**src/rtl/nnts_pkg.sv**
```systemverilog
`default_nettype none
// ----------------------------------------------------------------------------
// nnts_pkg
// shared widths, register map, controller command and status types
// ----------------------------------------------------------------------------
package nnts_pkg;

  localparam int unsigned SideW = 13;
  localparam int unsigned PixW  = 8;
  localparam int unsigned CntW  = 12;
  localparam int unsigned AccW  = 26;
  localparam int unsigned SumW  = AccW + 1;
  localparam int unsigned ProdW = 2 * SideW;
  localparam int unsigned DivSteps = ProdW;
  localparam int unsigned DivCntW = $clog2(DivSteps);
  localparam int unsigned AddrW = 4;
  localparam int unsigned DataW = 32;

  localparam logic [SideW-1:0] MaxSide = SideW'(4096);

  localparam logic [1:0] RegSrcWidth  = 2'd0;
  localparam logic [1:0] RegSrcHeight = 2'd1;
  localparam logic [1:0] RegMaxDim    = 2'd2;

  localparam logic [SideW-1:0] RstSrcWidth  = SideW'(1280);
  localparam logic [SideW-1:0] RstSrcHeight = SideW'(720);
  localparam logic [SideW-1:0] RstMaxDim    = SideW'(256);

  typedef struct packed {
    logic step;
    logic use_held;
    logic hold_pix;
    logic div_start;
    logic div_sel_h;
    logic latch_w;
    logic latch_h;
    logic restart;
  } nnts_cmd_t;

  typedef struct packed {
    logic slot_free;
    logic div_done;
  } nnts_stat_t;

  function automatic logic [SideW-1:0] clamp_side(input logic [SideW-1:0] v);
    logic [SideW-1:0] r;
    if (v == '0) begin
      r = SideW'(1);
    end else if (v > MaxSide) begin
      r = MaxSide;
    end else begin
      r = v;
    end
    return r;
  endfunction

endpackage
`default_nettype wire

```
**src/rtl/nnts_if.sv**
```systemverilog
`default_nettype none
// ----------------------------------------------------------------------------
// nnts_if
// valid/ready channels for source pixels and thumbnail pixels
// ----------------------------------------------------------------------------
interface nnts_pix_if import nnts_pkg::*; ();
  logic            valid;
  logic            ready;
  logic            start_of_frame;
  logic [PixW-1:0] red_in;
  logic [PixW-1:0] green_in;
  logic [PixW-1:0] blue_in;

  modport source (output valid, output start_of_frame, output red_in, output green_in,
                  output blue_in, input ready);
  modport sink (input valid, input start_of_frame, input red_in, input green_in,
                input blue_in, output ready);
endinterface

interface nnts_thumb_if import nnts_pkg::*; ();
  logic             valid;
  logic             ready;
  logic [PixW-1:0]  blue_out;
  logic [PixW-1:0]  green_out;
  logic [PixW-1:0]  red_out;
  logic [SideW-1:0] thumb_width;
  logic [SideW-1:0] thumb_height;
  logic             last_of_frame;

  modport source (output valid, output blue_out, output green_out, output red_out,
                  output thumb_width, output thumb_height, output last_of_frame,
                  input ready);
  modport sink (input valid, input blue_out, input green_out, input red_out,
                input thumb_width, input thumb_height, input last_of_frame,
                output ready);
endinterface
`default_nettype wire

```
**src/rtl/nnts_div.sv**
```systemverilog
`default_nettype none
// ----------------------------------------------------------------------------
// nnts_div
// multiply then bit-serial restoring divide, one quotient bit per cycle
// ----------------------------------------------------------------------------
module nnts_div import nnts_pkg::*; (
  input  wire logic             clk_i,
  input  wire logic             rst_ni,
  input  wire logic             start_i,
  input  wire logic [SideW-1:0] side_i,
  input  wire logic [SideW-1:0] scale_i,
  input  wire logic [SideW-1:0] divisor_i,
  output logic                  done_o,
  output logic [SideW-1:0]      quo_o
);

  logic               busy_q, busy_d;
  logic               done_q, done_d;
  logic [DivCntW-1:0] cnt_q, cnt_d;
  logic [ProdW-1:0]   num_q, num_d;
  logic [SideW-1:0]   rem_q, rem_d;
  logic [SideW-1:0]   div_q, div_d;
  logic [SideW:0]     trial;
  logic               ge;

  assign trial = {rem_q, num_q[ProdW-1]};
  assign ge    = trial >= {1'b0, div_q};

  always_comb begin
    busy_d = busy_q;
    done_d = 1'b0;
    cnt_d  = cnt_q;
    num_d  = num_q;
    rem_d  = rem_q;
    div_d  = div_q;
    if (start_i) begin
      busy_d = 1'b1;
      cnt_d  = '0;
      num_d  = ProdW'(side_i) * ProdW'(scale_i);
      rem_d  = '0;
      div_d  = divisor_i;
    end else if (busy_q) begin
      num_d = {num_q[ProdW-2:0], ge};
      rem_d = ge ? SideW'(trial - {1'b0, div_q}) : trial[SideW-1:0];
      cnt_d = cnt_q + DivCntW'(1);
      if (cnt_q == DivCntW'(DivSteps - 1)) begin
        busy_d = 1'b0;
        done_d = 1'b1;
      end
    end
  end

  always_ff @(posedge clk_i or negedge rst_ni) begin
    if (!rst_ni) begin
      busy_q <= 1'b0;
      done_q <= 1'b0;
      cnt_q  <= '0;
    end else begin
      busy_q <= busy_d;
      done_q <= done_d;
      cnt_q  <= cnt_d;
    end
  end

  always_ff @(posedge clk_i) begin
    num_q <= num_d;
    rem_q <= rem_d;
    div_q <= div_d;
  end

  assign done_o = done_q;
  assign quo_o  = num_q[SideW-1:0];

endmodule
`default_nettype wire

```
**src/rtl/nnts_dp.sv**
```systemverilog
`default_nettype none
// ----------------------------------------------------------------------------
// nnts_dp
// position counters, sampling accumulators, size registers, output register
// ----------------------------------------------------------------------------
module nnts_dp import nnts_pkg::*; (
  input  wire logic             clk_i,
  input  wire logic             rst_ni,
  input  wire nnts_cmd_t        cmd_i,
  output nnts_stat_t            stat_o,
  input  wire logic [SideW-1:0] w_i,
  input  wire logic [SideW-1:0] h_i,
  input  wire logic [SideW-1:0] m_i,
  input  wire logic [PixW-1:0]  red_i,
  input  wire logic [PixW-1:0]  green_i,
  input  wire logic [PixW-1:0]  blue_i,
  input  wire logic             out_ready_i,
  output logic                  out_valid_o,
  output logic [PixW-1:0]       blue_o,
  output logic [PixW-1:0]       green_o,
  output logic [PixW-1:0]       red_o,
  output logic [SideW-1:0]      thumb_width_o,
  output logic [SideW-1:0]      thumb_height_o,
  output logic                  last_o
);

  logic [CntW-1:0]  scol_q, scol_d, srow_q, srow_d;
  logic [SideW-1:0] tcol_q, tcol_d, trow_q, trow_d;
  logic [AccW-1:0]  ctacc_q, ctacc_d, cbacc_q, cbacc_d;
  logic [AccW-1:0]  rtacc_q, rtacc_d, rbacc_q, rbacc_d;
  logic [SideW-1:0] dw_q, dw_d, dh_q, dh_d;
  logic             out_valid_q, out_valid_d;
  logic [PixW-1:0]  hred_q, hgreen_q, hblue_q;
  logic [PixW-1:0]  ored_q, ogreen_q, oblue_q;
  logic [SideW-1:0] odw_q, odh_q;
  logic             olast_q;

  logic [PixW-1:0]  pred, pgreen, pblue;
  logic [SideW-1:0] largest, quo, quo_nz, dim_new;
  logic             fits, div_done, slot_free;
  logic [SumW-1:0]  col_sum, col_lim, row_sum, row_lim;
  logic             col_hit, row_hit, hit, last;

  assign largest = (w_i > h_i) ? w_i : h_i;
  assign fits    = m_i >= largest;

  nnts_div u_div (
    .clk_i     (clk_i),
    .rst_ni    (rst_ni),
    .start_i   (cmd_i.div_start),
    .side_i    (cmd_i.div_sel_h ? h_i : w_i),
    .scale_i   (m_i),
    .divisor_i (largest),
    .done_o    (div_done),
    .quo_o     (quo)
  );

  assign quo_nz  = (quo == '0) ? SideW'(1) : quo;
  assign dim_new = fits ? (cmd_i.latch_h ? h_i : w_i) : quo_nz;

  assign slot_free = !out_valid_q || out_ready_i;
  assign stat_o    = '{slot_free: slot_free, div_done: div_done};

  assign pred   = cmd_i.use_held ? hred_q   : red_i;
  assign pgreen = cmd_i.use_held ? hgreen_q : green_i;
  assign pblue  = cmd_i.use_held ? hblue_q  : blue_i;

  assign col_sum = SumW'(ctacc_q) + SumW'(w_i);
  assign col_lim = SumW'(cbacc_q) + SumW'({dw_q, 1'b0});
  assign row_sum = SumW'(rtacc_q) + SumW'(h_i);
  assign row_lim = SumW'(rbacc_q) + SumW'({dh_q, 1'b0});

  assign col_hit = (tcol_q < dw_q) && (SumW'(cbacc_q) <= col_sum) && (col_sum < col_lim);
  assign row_hit = (trow_q < dh_q) && (SumW'(rbacc_q) <= row_sum) && (row_sum < row_lim);
  assign hit     = col_hit && row_hit;
  assign last    = ((SideW+1)'(tcol_q) + (SideW+1)'(1) == (SideW+1)'(dw_q)) &&
                   ((SideW+1)'(trow_q) + (SideW+1)'(1) == (SideW+1)'(dh_q));

  always_comb begin
    scol_d  = scol_q;
    srow_d  = srow_q;
    tcol_d  = tcol_q;
    trow_d  = trow_q;
    ctacc_d = ctacc_q;
    cbacc_d = cbacc_q;
    rtacc_d = rtacc_q;
    rbacc_d = rbacc_q;
    dw_d    = cmd_i.latch_w ? dim_new : dw_q;
    dh_d    = cmd_i.latch_h ? dim_new : dh_q;
    if (cmd_i.restart) begin
      scol_d  = '0;
      srow_d  = '0;
      tcol_d  = '0;
      trow_d  = '0;
      ctacc_d = '0;
      cbacc_d = '0;
      rtacc_d = '0;
      rbacc_d = '0;
    end else if (cmd_i.step) begin
      if (col_hit) begin
        tcol_d  = tcol_q + SideW'(1);
        ctacc_d = ctacc_q + AccW'({w_i, 1'b0});
      end
      if (SideW'(scol_q) + SideW'(1) >= w_i) begin
        scol_d  = '0;
        cbacc_d = '0;
        tcol_d  = '0;
        ctacc_d = '0;
        if (row_hit) begin
          trow_d  = trow_q + SideW'(1);
          rtacc_d = rtacc_q + AccW'({h_i, 1'b0});
        end
        if (SideW'(srow_q) + SideW'(1) >= h_i) begin
          srow_d  = '0;
          rbacc_d = '0;
          trow_d  = '0;
          rtacc_d = '0;
        end else begin
          srow_d  = srow_q + CntW'(1);
          rbacc_d = rbacc_q + AccW'({dh_q, 1'b0});
        end
      end else begin
        scol_d  = scol_q + CntW'(1);
        cbacc_d = cbacc_q + AccW'({dw_q, 1'b0});
      end
    end
  end

  assign out_valid_d = (out_valid_q && !out_ready_i) || (cmd_i.step && hit);

  always_ff @(posedge clk_i or negedge rst_ni) begin
    if (!rst_ni) begin
      scol_q      <= '0;
      srow_q      <= '0;
      tcol_q      <= '0;
      trow_q      <= '0;
      ctacc_q     <= '0;
      cbacc_q     <= '0;
      rtacc_q     <= '0;
      rbacc_q     <= '0;
      dw_q        <= SideW'(1);
      dh_q        <= SideW'(1);
      out_valid_q <= 1'b0;
    end else begin
      scol_q      <= scol_d;
      srow_q      <= srow_d;
      tcol_q      <= tcol_d;
      trow_q      <= trow_d;
      ctacc_q     <= ctacc_d;
      cbacc_q     <= cbacc_d;
      rtacc_q     <= rtacc_d;
      rbacc_q     <= rbacc_d;
      dw_q        <= dw_d;
      dh_q        <= dh_d;
      out_valid_q <= out_valid_d;
    end
  end

  always_ff @(posedge clk_i) begin
    if (cmd_i.hold_pix) begin
      hred_q   <= red_i;
      hgreen_q <= green_i;
      hblue_q  <= blue_i;
    end
    if (cmd_i.step && hit) begin
      ored_q   <= pred;
      ogreen_q <= pgreen;
      oblue_q  <= pblue;
      odw_q    <= dw_q;
      odh_q    <= dh_q;
      olast_q  <= last;
    end
  end

  assign out_valid_o    = out_valid_q;
  assign blue_o         = oblue_q;
  assign green_o        = ogreen_q;
  assign red_o          = ored_q;
  assign thumb_width_o  = odw_q;
  assign thumb_height_o = odh_q;
  assign last_o         = olast_q;

endmodule
`default_nettype wire

```
**src/rtl/nnts_ctrl.sv**
```systemverilog
`default_nettype none
// ----------------------------------------------------------------------------
// nnts_ctrl
// sequences pixel steps and the two size divisions at frame start
// ----------------------------------------------------------------------------
module nnts_ctrl import nnts_pkg::*; (
  input  wire logic       clk_i,
  input  wire logic       rst_ni,
  input  wire logic       in_valid_i,
  input  wire logic       in_sof_i,
  output logic            in_ready_o,
  input  wire nnts_stat_t stat_i,
  output nnts_cmd_t       cmd_o
);

  typedef enum logic [3:0] {
    StRun  = 4'b0001,
    StDivW = 4'b0010,
    StDivH = 4'b0100,
    StEmit = 4'b1000
  } nnts_state_e;

  nnts_state_e state_q, state_d;

  always_comb begin
    state_d    = state_q;
    cmd_o      = '0;
    in_ready_o = 1'b0;
    unique case (state_q)
      StRun: begin
        in_ready_o = stat_i.slot_free;
        if (in_valid_i && stat_i.slot_free) begin
          if (in_sof_i) begin
            cmd_o.hold_pix  = 1'b1;
            cmd_o.div_start = 1'b1;
            state_d         = StDivW;
          end else begin
            cmd_o.step = 1'b1;
          end
        end
      end
      StDivW: begin
        if (stat_i.div_done) begin
          cmd_o.latch_w   = 1'b1;
          cmd_o.div_start = 1'b1;
          cmd_o.div_sel_h = 1'b1;
          state_d         = StDivH;
        end
      end
      StDivH: begin
        cmd_o.div_sel_h = 1'b1;
        if (stat_i.div_done) begin
          cmd_o.latch_h = 1'b1;
          cmd_o.restart = 1'b1;
          state_d       = StEmit;
        end
      end
      StEmit: begin
        if (stat_i.slot_free) begin
          cmd_o.step     = 1'b1;
          cmd_o.use_held = 1'b1;
          state_d        = StRun;
        end
      end
      default: state_d = StRun;
    endcase
  end

  always_ff @(posedge clk_i or negedge rst_ni) begin
    if (!rst_ni) begin
      state_q <= StRun;
    end else begin
      state_q <= state_d;
    end
  end

endmodule
`default_nettype wire

```
**src/rtl/nearest_neighbour_thumbnail_scaler.sv**
```systemverilog
`default_nettype none
// ----------------------------------------------------------------------------
// nearest_neighbour_thumbnail_scaler
// nearest-neighbor thumbnail downscale of an rgb raster stream, bgr output
// output: a sampled pixel is registered and shown in the cycle after its step
// throughput: one item per cycle while the output is free; a start_of_frame
//   item waits while the bit-serial divider runs for width, then for height
// reset: registers 1280 x 720 / 256, thumbnail size 1 x 1, counters zero
// ----------------------------------------------------------------------------
module nearest_neighbour_thumbnail_scaler import nnts_pkg::*; (
  input  wire logic             clk_i,
  input  wire logic             rst_ni,
  nnts_pix_if.sink              pix_i,
  nnts_thumb_if.source          thumb_o,
  input  wire logic             psel,
  input  wire logic             penable,
  input  wire logic             pwrite,
  input  wire logic [AddrW-1:0] paddr,
  input  wire logic [DataW-1:0] pwdata,
  output logic      [DataW-1:0] prdata,
  output logic                  pready
);

  logic [SideW-1:0] src_width_q, src_height_q, max_dim_q;
  logic [SideW-1:0] w, h, m;
  logic             wr_en;
  logic [1:0]       reg_idx;
  nnts_cmd_t        cmd;
  nnts_stat_t       stat;

  assign pready  = 1'b1;
  assign wr_en   = psel && penable && pwrite;
  assign reg_idx = paddr[3:2];

  always_ff @(posedge clk_i or negedge rst_ni) begin
    if (!rst_ni) begin
      src_width_q  <= RstSrcWidth;
      src_height_q <= RstSrcHeight;
      max_dim_q    <= RstMaxDim;
    end else if (wr_en) begin
      unique case (reg_idx)
        RegSrcWidth:  src_width_q  <= pwdata[SideW-1:0];
        RegSrcHeight: src_height_q <= pwdata[SideW-1:0];
        RegMaxDim:    max_dim_q    <= pwdata[SideW-1:0];
        default: ;
      endcase
    end
  end

  always_comb begin
    unique case (reg_idx)
      RegSrcWidth:  prdata = DataW'(src_width_q);
      RegSrcHeight: prdata = DataW'(src_height_q);
      RegMaxDim:    prdata = DataW'(max_dim_q);
      default:      prdata = '0;
    endcase
  end

  assign w = clamp_side(src_width_q);
  assign h = clamp_side(src_height_q);
  assign m = clamp_side(max_dim_q);

  nnts_ctrl u_ctrl (
    .clk_i      (clk_i),
    .rst_ni     (rst_ni),
    .in_valid_i (pix_i.valid),
    .in_sof_i   (pix_i.start_of_frame),
    .in_ready_o (pix_i.ready),
    .stat_i     (stat),
    .cmd_o      (cmd)
  );

  nnts_dp u_dp (
    .clk_i          (clk_i),
    .rst_ni         (rst_ni),
    .cmd_i          (cmd),
    .stat_o         (stat),
    .w_i            (w),
    .h_i            (h),
    .m_i            (m),
    .red_i          (pix_i.red_in),
    .green_i        (pix_i.green_in),
    .blue_i         (pix_i.blue_in),
    .out_ready_i    (thumb_o.ready),
    .out_valid_o    (thumb_o.valid),
    .blue_o         (thumb_o.blue_out),
    .green_o        (thumb_o.green_out),
    .red_o          (thumb_o.red_out),
    .thumb_width_o  (thumb_o.thumb_width),
    .thumb_height_o (thumb_o.thumb_height),
    .last_o         (thumb_o.last_of_frame)
  );

endmodule
`default_nettype wire

```
**src/flat_wrapper.sv**
```systemverilog
// flat-port wrapper written by rule: the top's interface ports become plain ports
module nearest_neighbour_thumbnail_scaler_flat import nnts_pkg::*;
  (clk_i, rst_ni, psel, penable, pwrite, paddr, pwdata, prdata, pready, pix_i_valid, pix_i_start_of_frame, pix_i_red_in, pix_i_green_in, pix_i_blue_in, pix_i_ready, thumb_o_valid, thumb_o_blue_out, thumb_o_green_out, thumb_o_red_out, thumb_o_thumb_width, thumb_o_thumb_height, thumb_o_last_of_frame, thumb_o_ready);
  nnts_pix_if pix_i_i ();
  nnts_thumb_if thumb_o_i ();
  input  wire logic clk_i;
  input  wire logic rst_ni;
  input  wire logic psel;
  input  wire logic penable;
  input  wire logic pwrite;
  input  wire logic [AddrW-1:0] paddr;
  input  wire logic [DataW-1:0] pwdata;
  output logic      [DataW-1:0] prdata;
  output logic pready;
  input wire logic [$bits(pix_i_i.valid)-1:0] pix_i_valid;
  input wire logic [$bits(pix_i_i.start_of_frame)-1:0] pix_i_start_of_frame;
  input wire logic [$bits(pix_i_i.red_in)-1:0] pix_i_red_in;
  input wire logic [$bits(pix_i_i.green_in)-1:0] pix_i_green_in;
  input wire logic [$bits(pix_i_i.blue_in)-1:0] pix_i_blue_in;
  output wire logic [$bits(pix_i_i.ready)-1:0] pix_i_ready;
  output wire logic [$bits(thumb_o_i.valid)-1:0] thumb_o_valid;
  output wire logic [$bits(thumb_o_i.blue_out)-1:0] thumb_o_blue_out;
  output wire logic [$bits(thumb_o_i.green_out)-1:0] thumb_o_green_out;
  output wire logic [$bits(thumb_o_i.red_out)-1:0] thumb_o_red_out;
  output wire logic [$bits(thumb_o_i.thumb_width)-1:0] thumb_o_thumb_width;
  output wire logic [$bits(thumb_o_i.thumb_height)-1:0] thumb_o_thumb_height;
  output wire logic [$bits(thumb_o_i.last_of_frame)-1:0] thumb_o_last_of_frame;
  input wire logic [$bits(thumb_o_i.ready)-1:0] thumb_o_ready;
  assign pix_i_i.valid = pix_i_valid;
  assign pix_i_i.start_of_frame = pix_i_start_of_frame;
  assign pix_i_i.red_in = pix_i_red_in;
  assign pix_i_i.green_in = pix_i_green_in;
  assign pix_i_i.blue_in = pix_i_blue_in;
  assign pix_i_ready = pix_i_i.ready;
  assign thumb_o_valid = thumb_o_i.valid;
  assign thumb_o_blue_out = thumb_o_i.blue_out;
  assign thumb_o_green_out = thumb_o_i.green_out;
  assign thumb_o_red_out = thumb_o_i.red_out;
  assign thumb_o_thumb_width = thumb_o_i.thumb_width;
  assign thumb_o_thumb_height = thumb_o_i.thumb_height;
  assign thumb_o_last_of_frame = thumb_o_i.last_of_frame;
  assign thumb_o_i.ready = thumb_o_ready;
  nearest_neighbour_thumbnail_scaler u_core (.clk_i(clk_i), .rst_ni(rst_ni), .pix_i(pix_i_i), .thumb_o(thumb_o_i), .psel(psel), .penable(penable), .pwrite(pwrite), .paddr(paddr), .pwdata(pwdata), .prdata(prdata), .pready(pready));
endmodule
```
**config.mk**
```make
export PLATFORM = sky130hd
export DESIGN_NAME = nearest_neighbour_thumbnail_scaler_flat
export DESIGN_NICKNAME = d
export VERILOG_FILES = /design/src/rtl/nnts_pkg.sv /design/src/rtl/nnts_if.sv /design/src/rtl/nnts_div.sv /design/src/rtl/nnts_dp.sv /design/src/rtl/nnts_ctrl.sv /design/src/rtl/nearest_neighbour_thumbnail_scaler.sv /design/src/flat_wrapper.sv
export SDC_FILE = /design/constraint.sdc
export NUM_CORES = 1
export LEC_CHECK = 0
export BUFFER_PORTS_ARGS = -buffer_cell sky130_fd_sc_hd__buf_4
export CORE_AREA = 2 2 303 215
export DETAILED_ROUTE_END_ITERATION = 10
export DIE_AREA = 0 0 305 217
export HOLD_SLACK_MARGIN = 0.05
export PLACE_DENSITY = 0.67
export SLEW_MARGIN = 0
export SYNTH_ARGS = -nofsm -noshare
export SYNTH_HDL_FRONTEND = slang
export SYNTH_SLANG_ARGS = --single-unit
```
**constraint.sdc**
```tcl
create_clock -name clk_i -period 9.85 [get_ports clk_i]
set_input_delay 1.4775 -clock clk_i [delete_from_list [all_inputs] [get_ports clk_i]]
set_output_delay 1.4775 -clock clk_i [all_outputs]
set_load 0.05 [all_outputs]
```
==> reports/results.ini <==
[status]
run_status = complete, no violations

[drt]
wl_per_cell_um = 19.7
drtIter0Drc = 2192
first_pass_iters = 6
viasPerCell = 5.80
route.detailed.drc = 0
drt_wl_total_um = 87400
antenna_left = 0
vias = 25600

[clock_network]
hold_buffers = 0
clkLatencyLatePin_ps = 600
cts_tree = yes
cts-resized-gates = 0
clock_path_buffers = 3
numClockSinks = 354
post-cts-setup-buffer-count = 0
path_clk_slew_ps = 60
cts_buffers = 41
root_buffer = clkbuf_16
htreeDepth = 2

[synthesis]
yosysSeqAreaShare_pct = 29.8
synth_edf_count = 114
synth-async-reset-ratio_pct = 64.1
synthDistinctLibCells = 85
yosys.area.top_type = dfrtp_1
yosys-top-cells-count = nand2_1, inv_1, ha_1
avgSynthCellArea_um2 = 9.01
synth.most_common_cell = nand2_1
postSynth.topFlopCell = dfrtp_1
yosys_warnings = 0
netlist_top_cells_area = dfrtp_1, ha_1, edfxtp_1
syn_area_mm2 = 0.0314
ys_ff_latch = 354
netlist_instances = 3487
yosys.area.top_type_share_pct = 17.3

[placement]
placed_cell_area_mm2 = 0.0331
portBuffers = 112
post-dp-hpwl_um = 66200
routabilityCongestion = 0.918

[critical_path]
worstSetupPathType = flip-flop to flip-flop
cp-start-kind = flip-flop
cp-end-kind = flip-flop
cp_max_fo = 13
crit_arrival_ps = 7960
crit_required_ps = 10280

[timing]
tns_ps = 0
finalCritPeriodShare_pct = 76.5
max_slew_margin_pct = 20.1
fin_crit_ps = 7530
setup_viol = 0
slew_violations = 0
fin_skew_ps = 33.2
rsz0062_at_grt = no
fmax_ghz = 0.133
hold_violations = 0
worst_pin_slew_ps = 1190

[floorplan]
rows = 78
design.die.area_mm2 = 0.0662
start_util_pct = 49.3
die_height_um = 217
die_w_um = 305
core_region_area_mm2 = 0.0637
io_pins = 154

[layout]
drive_gt1_share_pct = 9.54
design_area_mm2 = 0.0345
area_delta_synth_final_pct = 9.62
nFillCells = 5893
multiInputGateArea_mm2 = 0.0202
fin_nets = 4092
finish.utilization_pct = 54.1
regArea_mm2 = 0.00938

[power_and_ir_drop]
p_comb_share_pct = 48.7
p_clk_share_pct = 22.2
p_int_uw = 4030
total_power_uw = 7060
peakVddDrop_uv = 154
swShare_pct = 42.9
p_leak_uw = 0.0160
p_seq_share_pct = 29.0
p_switching_uw = 3030
pwr_density_cell_mw_per_mm2 = 205

[global_route]
grt_pass1_vias = 24100
grt_overflow = 0
grt_max_degree = 144
grt_antenna_before_repair = 3
grt_pass1_wl_um = 138000
track_usage_pct = 26.4

[worst_hold_path]
hold_path.class = flip-flop to flip-flop

[job]
cap_violations = 0

==> per-layer routing <==
metal	wire length (um)	GRT usage, %	vias up
li1	-	-	12300
met1	42100	40.0	12200
met2	34500	36.8	977
met3	9020	7.25	118
met4	1730	6.34	0
met5	0	0	-
==> flip-flops by register name (all words and copies together) (netlist names), 25 cells and up <==
name and count:
u_core.u_dp.cbacc_q 25, u_core.u_dp.ctacc_q 25, u_core.u_dp.u_div.num_q 26, u_core.u_dp.rbacc_q 25, u_core.u_dp.rtacc_q 25
==> cell type report <==
cell class                      count  area share [%]
Multi-Input combinational cell   2650            58.6
Sequential cell                   354            27.2
Inverter                          353            3.85
Timing Repair Buffer              151            3.35
Clock buffer                       56            3.31
Tap cell                          840            3.05
Clock inverter                     20           0.614
Antenna cell                        1         0.00726
==> through the flow <==
step / cells / hold slack, ps / setup slack [ps]
floorplan: 3507 / 464 / 874
global placement: 4348 / 482 / 2510
detailed placement: 4348 / 491 / 2460
CTS: 4424 / 499 / 2460
global route: 4424 / 549 / 1960
finish: 4425 / 495 / 2320
==> worst paths after layout <==
path                                            startpoint                     endpoint  slack (ps)  depth (start not counted)
worst max-delay path                u_core.src_width_q[12]  u_core.u_dp.u_div.num_q[23]        2320                         23
worst min register to register  u_core.u_dp.u_div.rem_q[8]   u_core.u_dp.u_div.rem_q[9]         490                          2
max in group asynchronous                           rst_ni        u_core.src_width_q[7]        7540                          2
worst max register to register      u_core.src_width_q[12]  u_core.u_dp.u_div.num_q[23]        2320                         23
worst min-delay path            u_core.u_dp.u_div.rem_q[8]   u_core.u_dp.u_div.rem_q[9]         490                          2
min in group asynchronous                           rst_ni      u_core.u_dp.rbacc_q[21]         890                          1
==> cell usage in the layout, fill, tap and decap left out, drive strengths merged, types with 35 or more instances in the layout <==
cell type,Yosys,routed
mux2i,75,75
xnor2,115,115
nand3,98,98
nand4,38,38
xor2,100,100
mux2,64,64
o21ai,223,223
a21o,43,43
dfrtp,217,217
inv,349,350
clkbuf,103,56
and3,46,46
buf,47,151
a21oi,160,160
nor3,64,64
ha,345,345
nor2,225,225
o21a,35,35
edfxtp,114,114
fa,128,128
nand2,394,394
==> worst max-delay path, cell delays in order, from the launching register on <==
cell     delay [ps]
dfrtp_1         590
inv_1           490
nand2_1         250
inv_1           400
nand2_1         120
o21ai_1         490
nand2_1         160
fa_1            520
fa_1            520
inv_1            50
fa_1            470
fa_1            550
inv_1            60
fa_1            540
inv_1            50
ha_1            350
a21oi_1         160
nor2b_1          60
or2_2           290
a31oi_1         300
o21ai_0         270
o211a_1         300
o21a_1          170
o31ai_1         210
==> logic make-up after synthesis <==
| kind of cell | share of synthesized area, % |
|---|---|
| and+or+nand+nor | 15.6 |
| DFF | 29.8 |
| muxes | 4.68 |
| buffers and inverters | 6.39 |
| adders and majority gates | 21.9 |
| xor gates and xnor gates | 5.99 |
| AOI/OAI and AO/OA | 15.6 |
| other | 0.0239 |
==> power by group through the flow <==
stage | clock network [uW] | registers, uW | logic, uW
final | 1570 | 2050 | 3440
after global routing | 1660 | 2080 | 3870
after CTS | 1610 | 2040 | 3400
after detailed placement | 0 | 2060 | 3380
after global placement | 0 | 2060 | 3320
after floorplan | 0 | 1940 | 2550
Power figures use the tool's default switching activity.
